## src/design/keyframe_animation_sequencer_defines.svh

```systemverilog
// Assertion macros for the keyframe animation sequencer.
// Included by the top level; no other dependencies.
`ifndef KEYFRAME_ANIMATION_SEQUENCER_DEFINES_SVH
`define KEYFRAME_ANIMATION_SEQUENCER_DEFINES_SVH

`ifndef SYNTHESIS
// Same-cycle implication.
`define KAS_ASSERT_IMPLY(label, clk, rst, ante, cons, msg) \
   label: assert property (@(posedge clk) disable iff (rst) (ante) |-> (cons)) \
      else $error(msg);
// Next-cycle implication.
`define KAS_ASSERT_NEXT(label, clk, rst, ante, cons, msg) \
   label: assert property (@(posedge clk) disable iff (rst) (ante) |=> (cons)) \
      else $error(msg);
`else
`define KAS_ASSERT_IMPLY(label, clk, rst, ante, cons, msg)
`define KAS_ASSERT_NEXT(label, clk, rst, ante, cons, msg)
`endif

`endif

```

## src/design/kas_pkg.sv

```systemverilog
// Shared types and constants for the keyframe animation sequencer.
// No dependencies.
`default_nettype none

package kas_pkg;

   localparam int NUM_ANIMS_DEF = 32;
   localparam int ANIM_IDX_W    = 7;
   localparam int REQ_W         = 8;
   localparam int FIELD_W       = 10;
   localparam int FRAME_W       = 11;
   localparam int TIME_W        = 31;
   localparam int DUE_W         = 32;
   localparam int FT_W          = DUE_W + 1;
   localparam int DIFF_W        = FT_W + 1;
   localparam int DIV_W         = 32;
   localparam int LEAD_LIMIT    = 200;
   localparam int LEAD_W        = 8;
   localparam int FRAC_W        = 16;
   localparam int ONE_Q16       = 65536;
   localparam int LERP_W        = 17;
   localparam int MOD_SUM_W     = 12;

   localparam logic OP_LOAD = 1'b0;
   localparam logic OP_TICK = 1'b1;

   typedef struct packed {
      logic [FIELD_W-1:0] start_delay;
      logic [FIELD_W-1:0] frame_period;
      logic [FIELD_W-1:0] loop_frames;
      logic [FIELD_W-1:0] num_frames;
      logic [FIELD_W-1:0] first_frame;
   } entry_type;

   typedef struct packed {
      logic             start;
      logic [DIV_W-1:0] dividend;
      logic [DIV_W-1:0] divisor;
   } div_req_type;

   typedef struct packed {
      logic             done;
      logic             busy;
      logic [DIV_W-1:0] quotient;
      logic [DIV_W-1:0] remainder;
   } div_rsp_type;

   typedef enum logic [3:0] {
      ST_IDLE,
      ST_READ,
      ST_STEP,
      ST_DIFF,
      ST_QUO_GO,
      ST_QUO_WAIT,
      ST_MOD_GO,
      ST_MOD_WAIT,
      ST_CLAMP,
      ST_LIMIT,
      ST_LERP_GO,
      ST_LERP_WAIT,
      ST_EMIT
   } state_type;

endpackage

`default_nettype wire

```

## src/design/kas_div.sv

```systemverilog
// Shared radix-2 restoring divider, one quotient bit per cycle.
// Depends on kas_pkg.
`default_nettype none

module kas_div (
   input  wire                  clock,
   input  wire                  reset,
   input  kas_pkg::div_req_type div_req,
   output kas_pkg::div_rsp_type div_rsp
);
   import kas_pkg::*;

   localparam int CNT_W = $clog2(DIV_W + 1);

   logic             busy_ff, busy_in;
   logic             done_ff, done_in;
   logic [CNT_W-1:0] count_ff, count_in;
   logic [DIV_W-1:0] rem_ff, rem_in;
   logic [DIV_W-1:0] quo_ff, quo_in;
   logic [DIV_W-1:0] dvs_ff, dvs_in;

   logic [DIV_W:0]   partial;
   logic [DIV_W:0]   trial;
   logic             fits;

   // quo_ff shifts the dividend out at the top while quotient bits enter below
   assign partial = {rem_ff, quo_ff[DIV_W-1]};
   assign trial   = partial - {1'b0, dvs_ff};
   assign fits    = partial >= {1'b0, dvs_ff};

   always_comb begin
      busy_in  = busy_ff;
      done_in  = 1'b0;
      count_in = count_ff;
      rem_in   = rem_ff;
      quo_in   = quo_ff;
      dvs_in   = dvs_ff;
      if (div_req.start) begin
         busy_in  = 1'b1;
         count_in = CNT_W'(DIV_W);
         rem_in   = '0;
         quo_in   = div_req.dividend;
         dvs_in   = div_req.divisor;
      end else if (busy_ff) begin
         rem_in   = fits ? trial[DIV_W-1:0] : partial[DIV_W-1:0];
         quo_in   = {quo_ff[DIV_W-2:0], fits};
         count_in = count_ff - CNT_W'(1);
         if (count_ff == CNT_W'(1)) begin
            busy_in = 1'b0;
            done_in = 1'b1;
         end
      end
   end

   always_ff @(posedge clock) begin
      if (reset) begin
         busy_ff  <= 1'b0;
         done_ff  <= 1'b0;
         count_ff <= '0;
      end else begin
         busy_ff  <= busy_in;
         done_ff  <= done_in;
         count_ff <= count_in;
      end
   end

   always_ff @(posedge clock) begin
      rem_ff <= rem_in;
      quo_ff <= quo_in;
      dvs_ff <= dvs_in;
   end

   assign div_rsp.done      = done_ff;
   assign div_rsp.busy      = busy_ff;
   assign div_rsp.quotient  = quo_ff;
   assign div_rsp.remainder = rem_ff;

endmodule

`default_nettype wire

```

## src/design/kas_table.sv

```systemverilog
// Animation table memory: one write port, one registered read port.
// Depends on kas_pkg.
`default_nettype none

module kas_table #(
   parameter int NUM_ANIMS = kas_pkg::NUM_ANIMS_DEF,
   parameter int ADDR_W    = (NUM_ANIMS > 1) ? $clog2(NUM_ANIMS) : 1
) (
   input  wire                 clock,
   input  wire                 wr_en,
   input  wire  [ADDR_W-1:0]   wr_addr,
   input  kas_pkg::entry_type  wr_data,
   input  wire                 rd_en,
   input  wire  [ADDR_W-1:0]   rd_addr,
   output kas_pkg::entry_type  rd_data
);
   import kas_pkg::*;

   entry_type entry_mem [NUM_ANIMS];
   entry_type rd_data_ff;

   always_ff @(posedge clock) begin
      if (wr_en) begin
         entry_mem[wr_addr] <= wr_data;
      end
   end

   always_ff @(posedge clock) begin
      if (rd_en) begin
         rd_data_ff <= entry_mem[rd_addr];
      end
   end

   assign rd_data = rd_data_ff;

endmodule

`default_nettype wire

```

## src/design/keyframe_animation_sequencer.sv

```systemverilog
// Keyframe animation sequencer: top level, sequencer FSM and datapath.
// Depends on kas_pkg, kas_table, kas_div and the assertion macro header.
//
//   channel | direction | handshake            | payload
//   --------+-----------+----------------------+------------------------------------------
//   req_    | in        | req_valid/req_stall  | opcode, anim_request, now_time, load fields
//   rsp_    | out       | rsp_valid/rsp_stall  | old_frame, cur_frame, back_lerp, bad_index
//
// A load goes straight to the emit state. A tick divides for the back lerp ratio unless the
// blend interval is empty, adds a frame offset division when a frame is due and a loop modulo
// division when it also wraps into the loop tail; all of these share one divider.
// req_stall is high from the accepting edge until the result is in the output register;
// the output register is loaded again while a previous result waits only if it is taken.
// Synchronous active-high reset clears the frame state; table entries stay as they are.
`default_nettype none
`include "keyframe_animation_sequencer_defines.svh"

module keyframe_animation_sequencer #(
   parameter int NUM_ANIMS = kas_pkg::NUM_ANIMS_DEF
) (
   input  wire                          clock,
   input  wire                          reset,
   input  wire                          req_valid,
   output logic                         req_stall,
   input  wire                          req_opcode,
   input  wire  [kas_pkg::REQ_W-1:0]    req_anim_request,
   input  wire  [kas_pkg::TIME_W-1:0]   req_now_time,
   input  wire  [kas_pkg::FIELD_W-1:0]  req_first_frame,
   input  wire  [kas_pkg::FIELD_W-1:0]  req_num_frames,
   input  wire  [kas_pkg::FIELD_W-1:0]  req_loop_frames,
   input  wire  [kas_pkg::FIELD_W-1:0]  req_frame_period,
   input  wire  [kas_pkg::FIELD_W-1:0]  req_start_delay,
   output logic                         rsp_valid,
   input  wire                          rsp_stall,
   output logic [kas_pkg::FRAME_W-1:0]  rsp_old_frame,
   output logic [kas_pkg::FRAME_W-1:0]  rsp_cur_frame,
   output logic [kas_pkg::LERP_W-1:0]   rsp_back_lerp,
   output logic                         rsp_bad_index
);
   import kas_pkg::*;

   localparam int ADDR_W = (NUM_ANIMS > 1) ? $clog2(NUM_ANIMS) : 1;

   // sequencer and architectural state
   state_type            state_ff, state_in;
   logic [REQ_W-1:0]     cur_anim_ff, cur_anim_in;
   logic                 anim_valid_ff, anim_valid_in;
   logic [DUE_W-1:0]     frame_due_ff, frame_due_in;
   logic [DUE_W-1:0]     old_frame_due_ff, old_frame_due_in;
   logic [DUE_W-1:0]     anim_start_ff, anim_start_in;
   logic [FRAME_W-1:0]   frame_ff, frame_in;
   logic [FRAME_W-1:0]   old_frame_ff, old_frame_in;

   // per-item working registers
   logic [REQ_W-1:0]     req_ff, req_in;
   logic [TIME_W-1:0]    now_ff, now_in;
   logic                 bad_ff, bad_in;
   logic [FIELD_W-1:0]   first_ff, first_in;
   logic [FIELD_W-1:0]   nf_ff, nf_in;
   logic [FIELD_W-1:0]   lp_ff, lp_in;
   logic [FIELD_W-1:0]   per_ff, per_in;
   logic [FT_W-1:0]      ft_ff, ft_in;
   logic [DUE_W-1:0]     oft_ff, oft_in;
   logic [DIFF_W-1:0]    diff_ff, diff_in;
   logic                 neg_ff, neg_in;
   logic [LERP_W-1:0]    back_ff, back_in;

   // output register
   logic                 rsp_valid_ff, rsp_valid_in;
   logic [FRAME_W-1:0]   rsp_old_frame_ff, rsp_old_frame_in;
   logic [FRAME_W-1:0]   rsp_cur_frame_ff, rsp_cur_frame_in;
   logic [LERP_W-1:0]    rsp_back_lerp_ff, rsp_back_lerp_in;
   logic                 rsp_bad_index_ff, rsp_bad_index_in;

   // submodule connections
   entry_type            wr_entry;
   entry_type            tbl_rd;
   div_req_type          div_req;
   div_rsp_type          div_rsp;

   // datapath terms
   logic                 req_accept;
   logic                 req_bad;
   logic [DUE_W-1:0]     now_ext;
   logic [DIFF_W-1:0]    diff_mag;
   logic [DIV_W-1:0]     quo;
   logic                 quo_ge_nf;
   logic [FRAME_W-1:0]   frame_pos;
   logic [DIV_W:0]       neg_sum;
   logic [FRAME_W-1:0]   frame_neg;
   logic [FRAME_W-1:0]   hold_sum;
   logic [FRAME_W-1:0]   frame_hold;
   logic [MOD_SUM_W-1:0] mod_sum;
   logic [FRAME_W-1:0]   frame_mod;
   logic [FT_W-1:0]      lead_bound;
   logic [DUE_W-1:0]     lead;
   logic [DIV_W-1:0]     lerp_dividend;

   assign req_stall  = (state_ff != ST_IDLE);
   assign req_accept = req_valid && !req_stall;
   assign req_bad    = {1'b0, req_anim_request[ANIM_IDX_W-1:0]} >= REQ_W'(NUM_ANIMS);

   assign wr_entry = '{start_delay:  req_start_delay,
                       frame_period: req_frame_period,
                       loop_frames:  req_loop_frames,
                       num_frames:   req_num_frames,
                       first_frame:  req_first_frame};

   kas_table #(
      .NUM_ANIMS (NUM_ANIMS),
      .ADDR_W    (ADDR_W)
   ) u_table (
      .clock   (clock),
      .wr_en   (req_accept && (req_opcode == OP_LOAD) && !req_bad),
      .wr_addr (req_anim_request[ADDR_W-1:0]),
      .wr_data (wr_entry),
      .rd_en   (req_accept),
      .rd_addr (req_anim_request[ADDR_W-1:0]),
      .rd_data (tbl_rd)
   );

   kas_div u_div (
      .clock   (clock),
      .reset   (reset),
      .div_req (div_req),
      .div_rsp (div_rsp)
   );

   assign now_ext = DUE_W'(now_ff);

   // frame offset: |ft - anim_start| / period, sign put back afterwards
   assign diff_mag  = diff_ff[DIFF_W-1] ? (DIFF_W'(0) - diff_ff) : diff_ff;
   assign quo       = div_rsp.quotient;
   // a negative offset only counts as past the end when it truncated to zero
   assign quo_ge_nf = (!neg_ff || (quo == '0)) && (quo >= DIV_W'(nf_ff));

   // frame inside the animation, positive or negative offset
   assign frame_pos = FRAME_W'(DIV_W'(first_ff) + quo);
   assign neg_sum   = {1'b0, DIV_W'(first_ff)} - {1'b0, quo};
   assign frame_neg = neg_sum[DIV_W] ? '0 : neg_sum[FRAME_W-1:0];

   // hold on the last frame; zero frames with first frame zero saturates at 0
   assign hold_sum   = FRAME_W'(first_ff) + FRAME_W'(nf_ff);
   assign frame_hold = (hold_sum == '0) ? '0 : (hold_sum - FRAME_W'(1));

   // loop tail: first + (offset mod loop) + frames - loop, floored at 0
   assign mod_sum   = MOD_SUM_W'(first_ff) + MOD_SUM_W'(div_rsp.remainder[FIELD_W-1:0])
                    + MOD_SUM_W'(nf_ff);
   assign frame_mod = (mod_sum >= MOD_SUM_W'(lp_ff)) ?
                      FRAME_W'(mod_sum - MOD_SUM_W'(lp_ff)) : '0;

   assign lead_bound = {1'b0, now_ext + DUE_W'(LEAD_LIMIT)};

   // frame_due - now never exceeds the lead limit here, so the low bits suffice
   assign lead          = frame_due_ff - now_ext;
   assign lerp_dividend = DIV_W'({lead[LEAD_W-1:0], {FRAC_W{1'b0}}});

   always_comb begin
      state_in         = state_ff;
      cur_anim_in      = cur_anim_ff;
      anim_valid_in    = anim_valid_ff;
      frame_due_in     = frame_due_ff;
      old_frame_due_in = old_frame_due_ff;
      anim_start_in    = anim_start_ff;
      frame_in         = frame_ff;
      old_frame_in     = old_frame_ff;
      req_in           = req_ff;
      now_in           = now_ff;
      bad_in           = bad_ff;
      first_in         = first_ff;
      nf_in            = nf_ff;
      lp_in            = lp_ff;
      per_in           = per_ff;
      ft_in            = ft_ff;
      oft_in           = oft_ff;
      diff_in          = diff_ff;
      neg_in           = neg_ff;
      back_in          = back_ff;
      rsp_valid_in     = rsp_valid_ff && rsp_stall;
      rsp_old_frame_in = rsp_old_frame_ff;
      rsp_cur_frame_in = rsp_cur_frame_ff;
      rsp_back_lerp_in = rsp_back_lerp_ff;
      rsp_bad_index_in = rsp_bad_index_ff;
      div_req          = '0;

      case (state_ff)
         ST_IDLE: begin
            if (req_accept) begin
               req_in  = req_anim_request;
               now_in  = req_now_time;
               bad_in  = req_bad;
               back_in = '0;
               case (req_opcode)
                  OP_LOAD: state_in = ST_EMIT;
                  OP_TICK: state_in = req_bad ? ST_EMIT : ST_READ;
                  default: state_in = ST_IDLE;
               endcase
            end
         end

         // table entry is on tbl_rd; switch animation on a changed request
         ST_READ: begin
            if ((req_ff != cur_anim_ff) || !anim_valid_ff) begin
               cur_anim_in   = req_ff;
               anim_valid_in = 1'b1;
               anim_start_in = frame_due_ff + DUE_W'(tbl_rd.start_delay);
            end
            first_in = tbl_rd.first_frame;
            nf_in    = tbl_rd.num_frames;
            lp_in    = tbl_rd.loop_frames;
            per_in   = (tbl_rd.frame_period == '0) ? FIELD_W'(1) : tbl_rd.frame_period;
            state_in = ST_STEP;
         end

         ST_STEP: begin
            if (now_ext >= frame_due_ff) begin
               old_frame_in = frame_ff;
               oft_in       = frame_due_ff;
               ft_in        = (now_ext < anim_start_ff) ? {1'b0, anim_start_ff} :
                              ({1'b0, frame_due_ff} + FT_W'(per_ff));
               state_in     = ST_DIFF;
            end else begin
               ft_in    = {1'b0, frame_due_ff};
               oft_in   = old_frame_due_ff;
               state_in = ST_CLAMP;
            end
         end

         ST_DIFF: begin
            diff_in  = {1'b0, ft_ff} - DIFF_W'(anim_start_ff);
            state_in = ST_QUO_GO;
         end

         ST_QUO_GO: begin
            div_req.start    = 1'b1;
            div_req.dividend = diff_mag[DIV_W-1:0];
            div_req.divisor  = DIV_W'(per_ff);
            neg_in           = diff_ff[DIFF_W-1];
            state_in         = ST_QUO_WAIT;
         end

         ST_QUO_WAIT: begin
            if (div_rsp.done) begin
               if (quo_ge_nf) begin
                  if (lp_ff != '0) begin
                     state_in = ST_MOD_GO;
                  end else begin
                     frame_in = frame_hold;
                     ft_in    = FT_W'(now_ff);
                     state_in = ST_CLAMP;
                  end
               end else begin
                  frame_in = neg_ff ? frame_neg : frame_pos;
                  state_in = ST_CLAMP;
               end
            end
         end

         // quotient stays on the divider outputs until the next start
         ST_MOD_GO: begin
            div_req.start    = 1'b1;
            div_req.dividend = quo - DIV_W'(nf_ff);
            div_req.divisor  = DIV_W'(lp_ff);
            state_in         = ST_MOD_WAIT;
         end

         ST_MOD_WAIT: begin
            if (div_rsp.done) begin
               frame_in = frame_mod;
               state_in = ST_CLAMP;
            end
         end

         ST_CLAMP: begin
            if (FT_W'(now_ff) > ft_ff) begin
               ft_in = FT_W'(now_ff);
            end
            state_in = ST_LIMIT;
         end

         ST_LIMIT: begin
            frame_due_in     = (ft_ff > lead_bound) ? now_ext : ft_ff[DUE_W-1:0];
            old_frame_due_in = (oft_ff > now_ext) ? now_ext : oft_ff;
            state_in         = ST_LERP_GO;
         end

         ST_LERP_GO: begin
            if (frame_due_ff == old_frame_due_ff) begin
               back_in  = '0;
               state_in = ST_EMIT;
            end else begin
               div_req.start    = 1'b1;
               div_req.dividend = lerp_dividend;
               div_req.divisor  = frame_due_ff - old_frame_due_ff;
               state_in         = ST_LERP_WAIT;
            end
         end

         ST_LERP_WAIT: begin
            if (div_rsp.done) begin
               back_in  = quo[LERP_W-1:0];
               state_in = ST_EMIT;
            end
         end

         ST_EMIT: begin
            if (!rsp_valid_ff || !rsp_stall) begin
               rsp_valid_in     = 1'b1;
               rsp_old_frame_in = old_frame_ff;
               rsp_cur_frame_in = frame_ff;
               rsp_back_lerp_in = back_ff;
               rsp_bad_index_in = bad_ff;
               state_in         = ST_IDLE;
            end
         end

         default: state_in = ST_IDLE;
      endcase
   end

   always_ff @(posedge clock) begin
      if (reset) begin
         state_ff         <= ST_IDLE;
         cur_anim_ff      <= '0;
         anim_valid_ff    <= 1'b0;
         frame_due_ff     <= '0;
         old_frame_due_ff <= '0;
         anim_start_ff    <= '0;
         frame_ff         <= '0;
         old_frame_ff     <= '0;
         rsp_valid_ff     <= 1'b0;
      end else begin
         state_ff         <= state_in;
         cur_anim_ff      <= cur_anim_in;
         anim_valid_ff    <= anim_valid_in;
         frame_due_ff     <= frame_due_in;
         old_frame_due_ff <= old_frame_due_in;
         anim_start_ff    <= anim_start_in;
         frame_ff         <= frame_in;
         old_frame_ff     <= old_frame_in;
         rsp_valid_ff     <= rsp_valid_in;
      end
   end

   always_ff @(posedge clock) begin
      req_ff           <= req_in;
      now_ff           <= now_in;
      bad_ff           <= bad_in;
      first_ff         <= first_in;
      nf_ff            <= nf_in;
      lp_ff            <= lp_in;
      per_ff           <= per_in;
      ft_ff            <= ft_in;
      oft_ff           <= oft_in;
      diff_ff          <= diff_in;
      neg_ff           <= neg_in;
      back_ff          <= back_in;
      rsp_old_frame_ff <= rsp_old_frame_in;
      rsp_cur_frame_ff <= rsp_cur_frame_in;
      rsp_back_lerp_ff <= rsp_back_lerp_in;
      rsp_bad_index_ff <= rsp_bad_index_in;
   end

   assign rsp_valid     = rsp_valid_ff;
   assign rsp_old_frame = rsp_old_frame_ff;
   assign rsp_cur_frame = rsp_cur_frame_ff;
   assign rsp_back_lerp = rsp_back_lerp_ff;
   assign rsp_bad_index = rsp_bad_index_ff;

   // divider is only started when idle
   `KAS_ASSERT_IMPLY(a_div_start_idle, clock, reset, div_req.start, !div_rsp.busy, "divider restarted while busy")
   // stored frame time never leads now by more than the limit
   `KAS_ASSERT_IMPLY(a_lead_limit, clock, reset, state_ff == ST_LERP_GO, frame_due_ff <= (now_ext + DUE_W'(LEAD_LIMIT)), "frame time beyond lead limit")
   // blend interval never runs backwards
   `KAS_ASSERT_IMPLY(a_due_order, clock, reset, state_ff == ST_LERP_GO, (old_frame_due_ff <= now_ext) && (now_ext <= frame_due_ff), "blend interval out of order")
   // a load goes straight to the result
   `KAS_ASSERT_NEXT(a_load_emit, clock, reset, req_accept && (req_opcode == OP_LOAD), state_ff == ST_EMIT, "load did not go to emit")

endmodule

`default_nettype wire

```

## config.mk

```make
export PLATFORM = sky130hd
export DESIGN_NAME = keyframe_animation_sequencer
export DESIGN_NICKNAME = d
export VERILOG_FILES = /design/src/design/kas_pkg.sv /design/src/design/kas_div.sv /design/src/design/kas_table.sv /design/src/design/keyframe_animation_sequencer.sv
export VERILOG_INCLUDE_DIRS = /design/src /design/src/design
export SDC_FILE = /design/constraint.sdc
export NUM_CORES = 2
export LEC_CHECK = 0
export BUFFER_PORTS_ARGS = -buffer_cell sky130_fd_sc_hd__buf_4
export CAP_MARGIN = 20
export CORE_MARGIN = 1
export CORE_UTILIZATION = 31
export CTS_CLUSTER_SIZE = 14
export DETAILED_ROUTE_END_ITERATION = 10
export HOLD_SLACK_MARGIN = 0.15
export SLEW_MARGIN = 20
export SYNTH_ARGS = -nofsm -noshare
export SYNTH_HDL_FRONTEND = slang
export SYNTH_HIERARCHICAL = 1
export SYNTH_SLANG_ARGS = --single-unit
```

## constraint.sdc

```tcl
create_clock -name clock -period 19.3 [get_ports clock]
set_input_delay 0.965 -clock clock [delete_from_list [all_inputs] [get_ports clock]]
set_output_delay 0.965 -clock clock [all_outputs]
set_load 0.01 [all_outputs]
```

==> impl_summary.log <==
INFO  metric status = complete, no violations
INFO  metric ctsLongestPathBuffers = 4
INFO  metric fmax = roughly 160 MHz
INFO  metric power.leakage = 38.7 nW
INFO  metric gp_congestion = 0.892
INFO  metric critical_path_peak_fanout = 25
INFO  metric initial_utilization = 0.312
INFO  metric area.growth.synth_to_final = 12.8%
INFO  metric tightestPinTransition = 1.20 ns
INFO  metric cts_tree = built
INFO  metric overflow = 0
INFO  metric net_count_after_synthesis = 7695
INFO  metric grt_antenna_before_repair = 20
INFO  metric grt_start_max_net_pins = 180
INFO  metric mapped_cells = 7238
INFO  metric yosys_warnings = 6
INFO  metric power_density = approximately 130 nW/um^2
INFO  metric routedWlPerCell = 24.0 um
INFO  metric place_worst_setup_slack = 13.38 ns
INFO  metric first_global_vias = 59900
INFO  metric track_usage = 0.171
INFO  metric maxSlewHeadroom = 0.201
INFO  metric cp.required = about 20 ns
INFO  metric dieHeight = about 560 um
INFO  metric final_min_period_over_clock_period = 0.318
INFO  metric clock-skew-final = 0.120 ns
INFO  metric drtAntennaViolNets = 0
INFO  metric std_cell_rows = 205
INFO  metric ff2ff_path_depth = 17
INFO  metric vdd_ir_drop_max = ~110 uV
INFO  metric first_pass_grt_wire_length = just over 400 mm
INFO  metric layout.nets = 7781
INFO  metric maxCapViolations = 0
INFO  metric critPathArrivalTime = 6.80 ns
INFO  metric total_number_of_clock_tree_sinks = 2122
INFO  metric maxSlewViolCount = 0
INFO  metric criticalPathCategory = flip-flop to flip-flop
INFO  metric min_path_type = input pin to flip-flop
INFO  metric startpoint_type_of_the_worst_setup_path = flip-flop
INFO  metric r2r_setup_slack = 13.16 ns
INFO  metric postCtsSetupRepairBufs = 0
INFO  metric synthesis.area = 97700 um^2
INFO  metric count_of_vias_placed_by_the_detailed_router = 61600
INFO  metric coreArea = ~310000 um^2
INFO  metric post-dp-hpwl = 182 mm
INFO  metric clk_transition_reported_paths = 0.06 ns
INFO  metric layout-drive-gt1-share = 0.0879
INFO  metric origin_of_the_worst_setup_path = now_ff[5]
INFO  metric clock_insertion_delay_worst_skew = 0.92 ns
INFO  metric die_area = approximately 320000 um^2
INFO  metric ctsResizeCount = 0
INFO  metric cts_inserted_buffers = around 220
INFO  metric die-width = 563 um
INFO  metric final.min_clock_period = 6.14 ns
INFO  metric drcViolationCount = 0
INFO  metric detailedRoute.firstIterationViolations = roughly 5700
INFO  metric io_buffers = 135
INFO  metric rr_startpoint = now_ff[5]
INFO  metric post_cts_hold_buffer_count = 0
INFO  metric cts.root.buffer_cell = sky130_fd_sc_hd__clkbuf_16
INFO  metric syn_avg_cell_area = approximately 13 um^2
INFO  metric grt_setup_unrepaired = false
INFO  metric first_pass_iters = 6
INFO  metric ios = 136
INFO  metric finalWorstSetupSlack = between 10 and 15 ns
INFO  metric fin_tns_setup = 0 ns
INFO  metric crit_path_end_kind = flip-flop
INFO  metric crit_path_end = frame_due_ff[5]
INFO  metric final.fill_count = 29900
INFO  metric finalSetupViolCount = 0
INFO  metric route.detailed.vias_per_inst = 5.29
INFO  metric h-tree-depth = 4
INFO  metric finalWirelength = 280 mm
INFO  metric r2r-end = frame_due_ff[5]
INFO  metric final_report_hold_violation_count = 0
[placed cells by master, fill, tap and decap left out, types with 33 or more instances in the layout]
cell type,instances
sky130_fd_sc_hd__a211oi_1,119
sky130_fd_sc_hd__nand4_1,59
sky130_fd_sc_hd__ha_1,341
sky130_fd_sc_hd__nor2b_1,49
sky130_fd_sc_hd__mux2_2,34
sky130_fd_sc_hd__a31oi_1,79
sky130_fd_sc_hd__a311oi_1,34
sky130_fd_sc_hd__nand2b_1,35
sky130_fd_sc_hd__o21ai_0,205
sky130_fd_sc_hd__a22oi_1,167
sky130_fd_sc_hd__nor3_1,114
sky130_fd_sc_hd__clkinv_2,44
sky130_fd_sc_hd__nor2_1,337
sky130_fd_sc_hd__mux2i_1,879
sky130_fd_sc_hd__clkinv_1,48
sky130_fd_sc_hd__buf_4,210
sky130_fd_sc_hd__a21o_1,81
sky130_fd_sc_hd__a21oi_1,391
sky130_fd_sc_hd__nor2_4,33
sky130_fd_sc_hd__edfxtp_1,1950
sky130_fd_sc_hd__clkbuf_1,47
sky130_fd_sc_hd__nand2_1,458
sky130_fd_sc_hd__nand3_1,215
sky130_fd_sc_hd__a22o_1,102
sky130_fd_sc_hd__dfxtp_1,171
sky130_fd_sc_hd__xnor2_1,170
sky130_fd_sc_hd__clkbuf_16,226
sky130_fd_sc_hd__o22ai_1,40
sky130_fd_sc_hd__xor2_1,91
sky130_fd_sc_hd__inv_1,295
[layer usage]
layer  track usage  up-vias  wire length (um)
met5             0        -                26
met4        0.0513        4              8490
met3        0.0287      414             18500
met2         0.266     2111            125000
met1         0.243    31300            127000
li1              -    27800                 -
[per-stage QoR]
stage	util	std cells	instance area [um^2]	hold slack [ns]	total power [mW]
global route	0.352	11600	110000	0.246	15.0
global placement	0.330	11200	103000	0.415	10.0
floorplan	-	7238	97700	0.400	8.72
finish	0.352	11700	110000	0.303	14.3
detailed placement	0.330	11200	103000	0.415	10.1
CTS	0.352	11600	110000	0.229	14.3
[worst min path at each step]
stage	startpoint	cells after the start	slack, ns	endpoint
after global routing	req_now_time[22]	1	0.25	now_ff[22]
final	req_now_time[6]	1	0.30	now_ff[6]
after detailed placement	back_ff[11]	0	0.41	rsp_back_lerp[11]
after CTS	req_now_time[6]	1	0.23	now_ff[6]
after floorplan	u_table/rd_data[0]	0	0.40	first_ff[0]
after global placement	back_ff[13]	0	0.41	rsp_back_lerp[13]
[area by class of cell]
| cell class | instances | area, um^2 | area share |
|---|---|---|---|
| sequential | 2122 | 62000 | 0.563 |
| clock buffer | 274 | 5850 | 0.0531 |
| multi-input combinational | 4458 | 33000 | 0.300 |
| inverter | 299 | 1120 | 0.0102 |
| clock inverter | 134 | 1230 | 0.0111 |
| timing repair buffer | 219 | 1740 | 0.0158 |
| tap | 4140 | 5180 | 0.0470 |
| antenna | 6 | 15.0 | 0.000136 |
[where the power goes]
group	switching, mW	internal [mW]	total, mW
Sequential	0.412	5.44	5.86
Combinational	2.61	1.59	4.20
Clock	1.81	2.41	4.22
[worst max-delay path, cell delays in order, from the launching register on]
cell and delay (ns):
sky130_fd_sc_hd__edfxtp_1 0.61, sky130_fd_sc_hd__nand3_1 0.19, sky130_fd_sc_hd__and3_1 0.26, sky130_fd_sc_hd__nor3_1 0.42
sky130_fd_sc_hd__and4_1 0.34, sky130_fd_sc_hd__nor2b_1 0.41, sky130_fd_sc_hd__nand3_1 0.16, sky130_fd_sc_hd__xnor2_1 0.17
sky130_fd_sc_hd__ha_1 0.29, sky130_fd_sc_hd__and3_1 0.23, sky130_fd_sc_hd__nand3_1 0.17, sky130_fd_sc_hd__nor4_1 0.83
sky130_fd_sc_hd__a31oi_1 0.22, sky130_fd_sc_hd__o31ai_1 0.22, sky130_fd_sc_hd__a31o_2 0.47, sky130_fd_sc_hd__buf_4 0.55
sky130_fd_sc_hd__mux2i_1 0.26, sky130_fd_sc_hd__a211oi_1 0.10
[sequential cells by signal (all words and copies together) (netlist names), 17 cells and up]
signal,count
oft_ff,32
u_div/quo_ff,32
u_div/rem_ff,32
back_ff,17
u_table/entry_mem,1600
diff_ff,33
ft_ff,33
frame_due_ff,32
now_ff,31
anim_start_ff,32
old_frame_due_ff,32
rsp_back_lerp,17
u_div/dvs_ff,32
u_table/rd_data,50
Power figures use the tool's default switching activity.
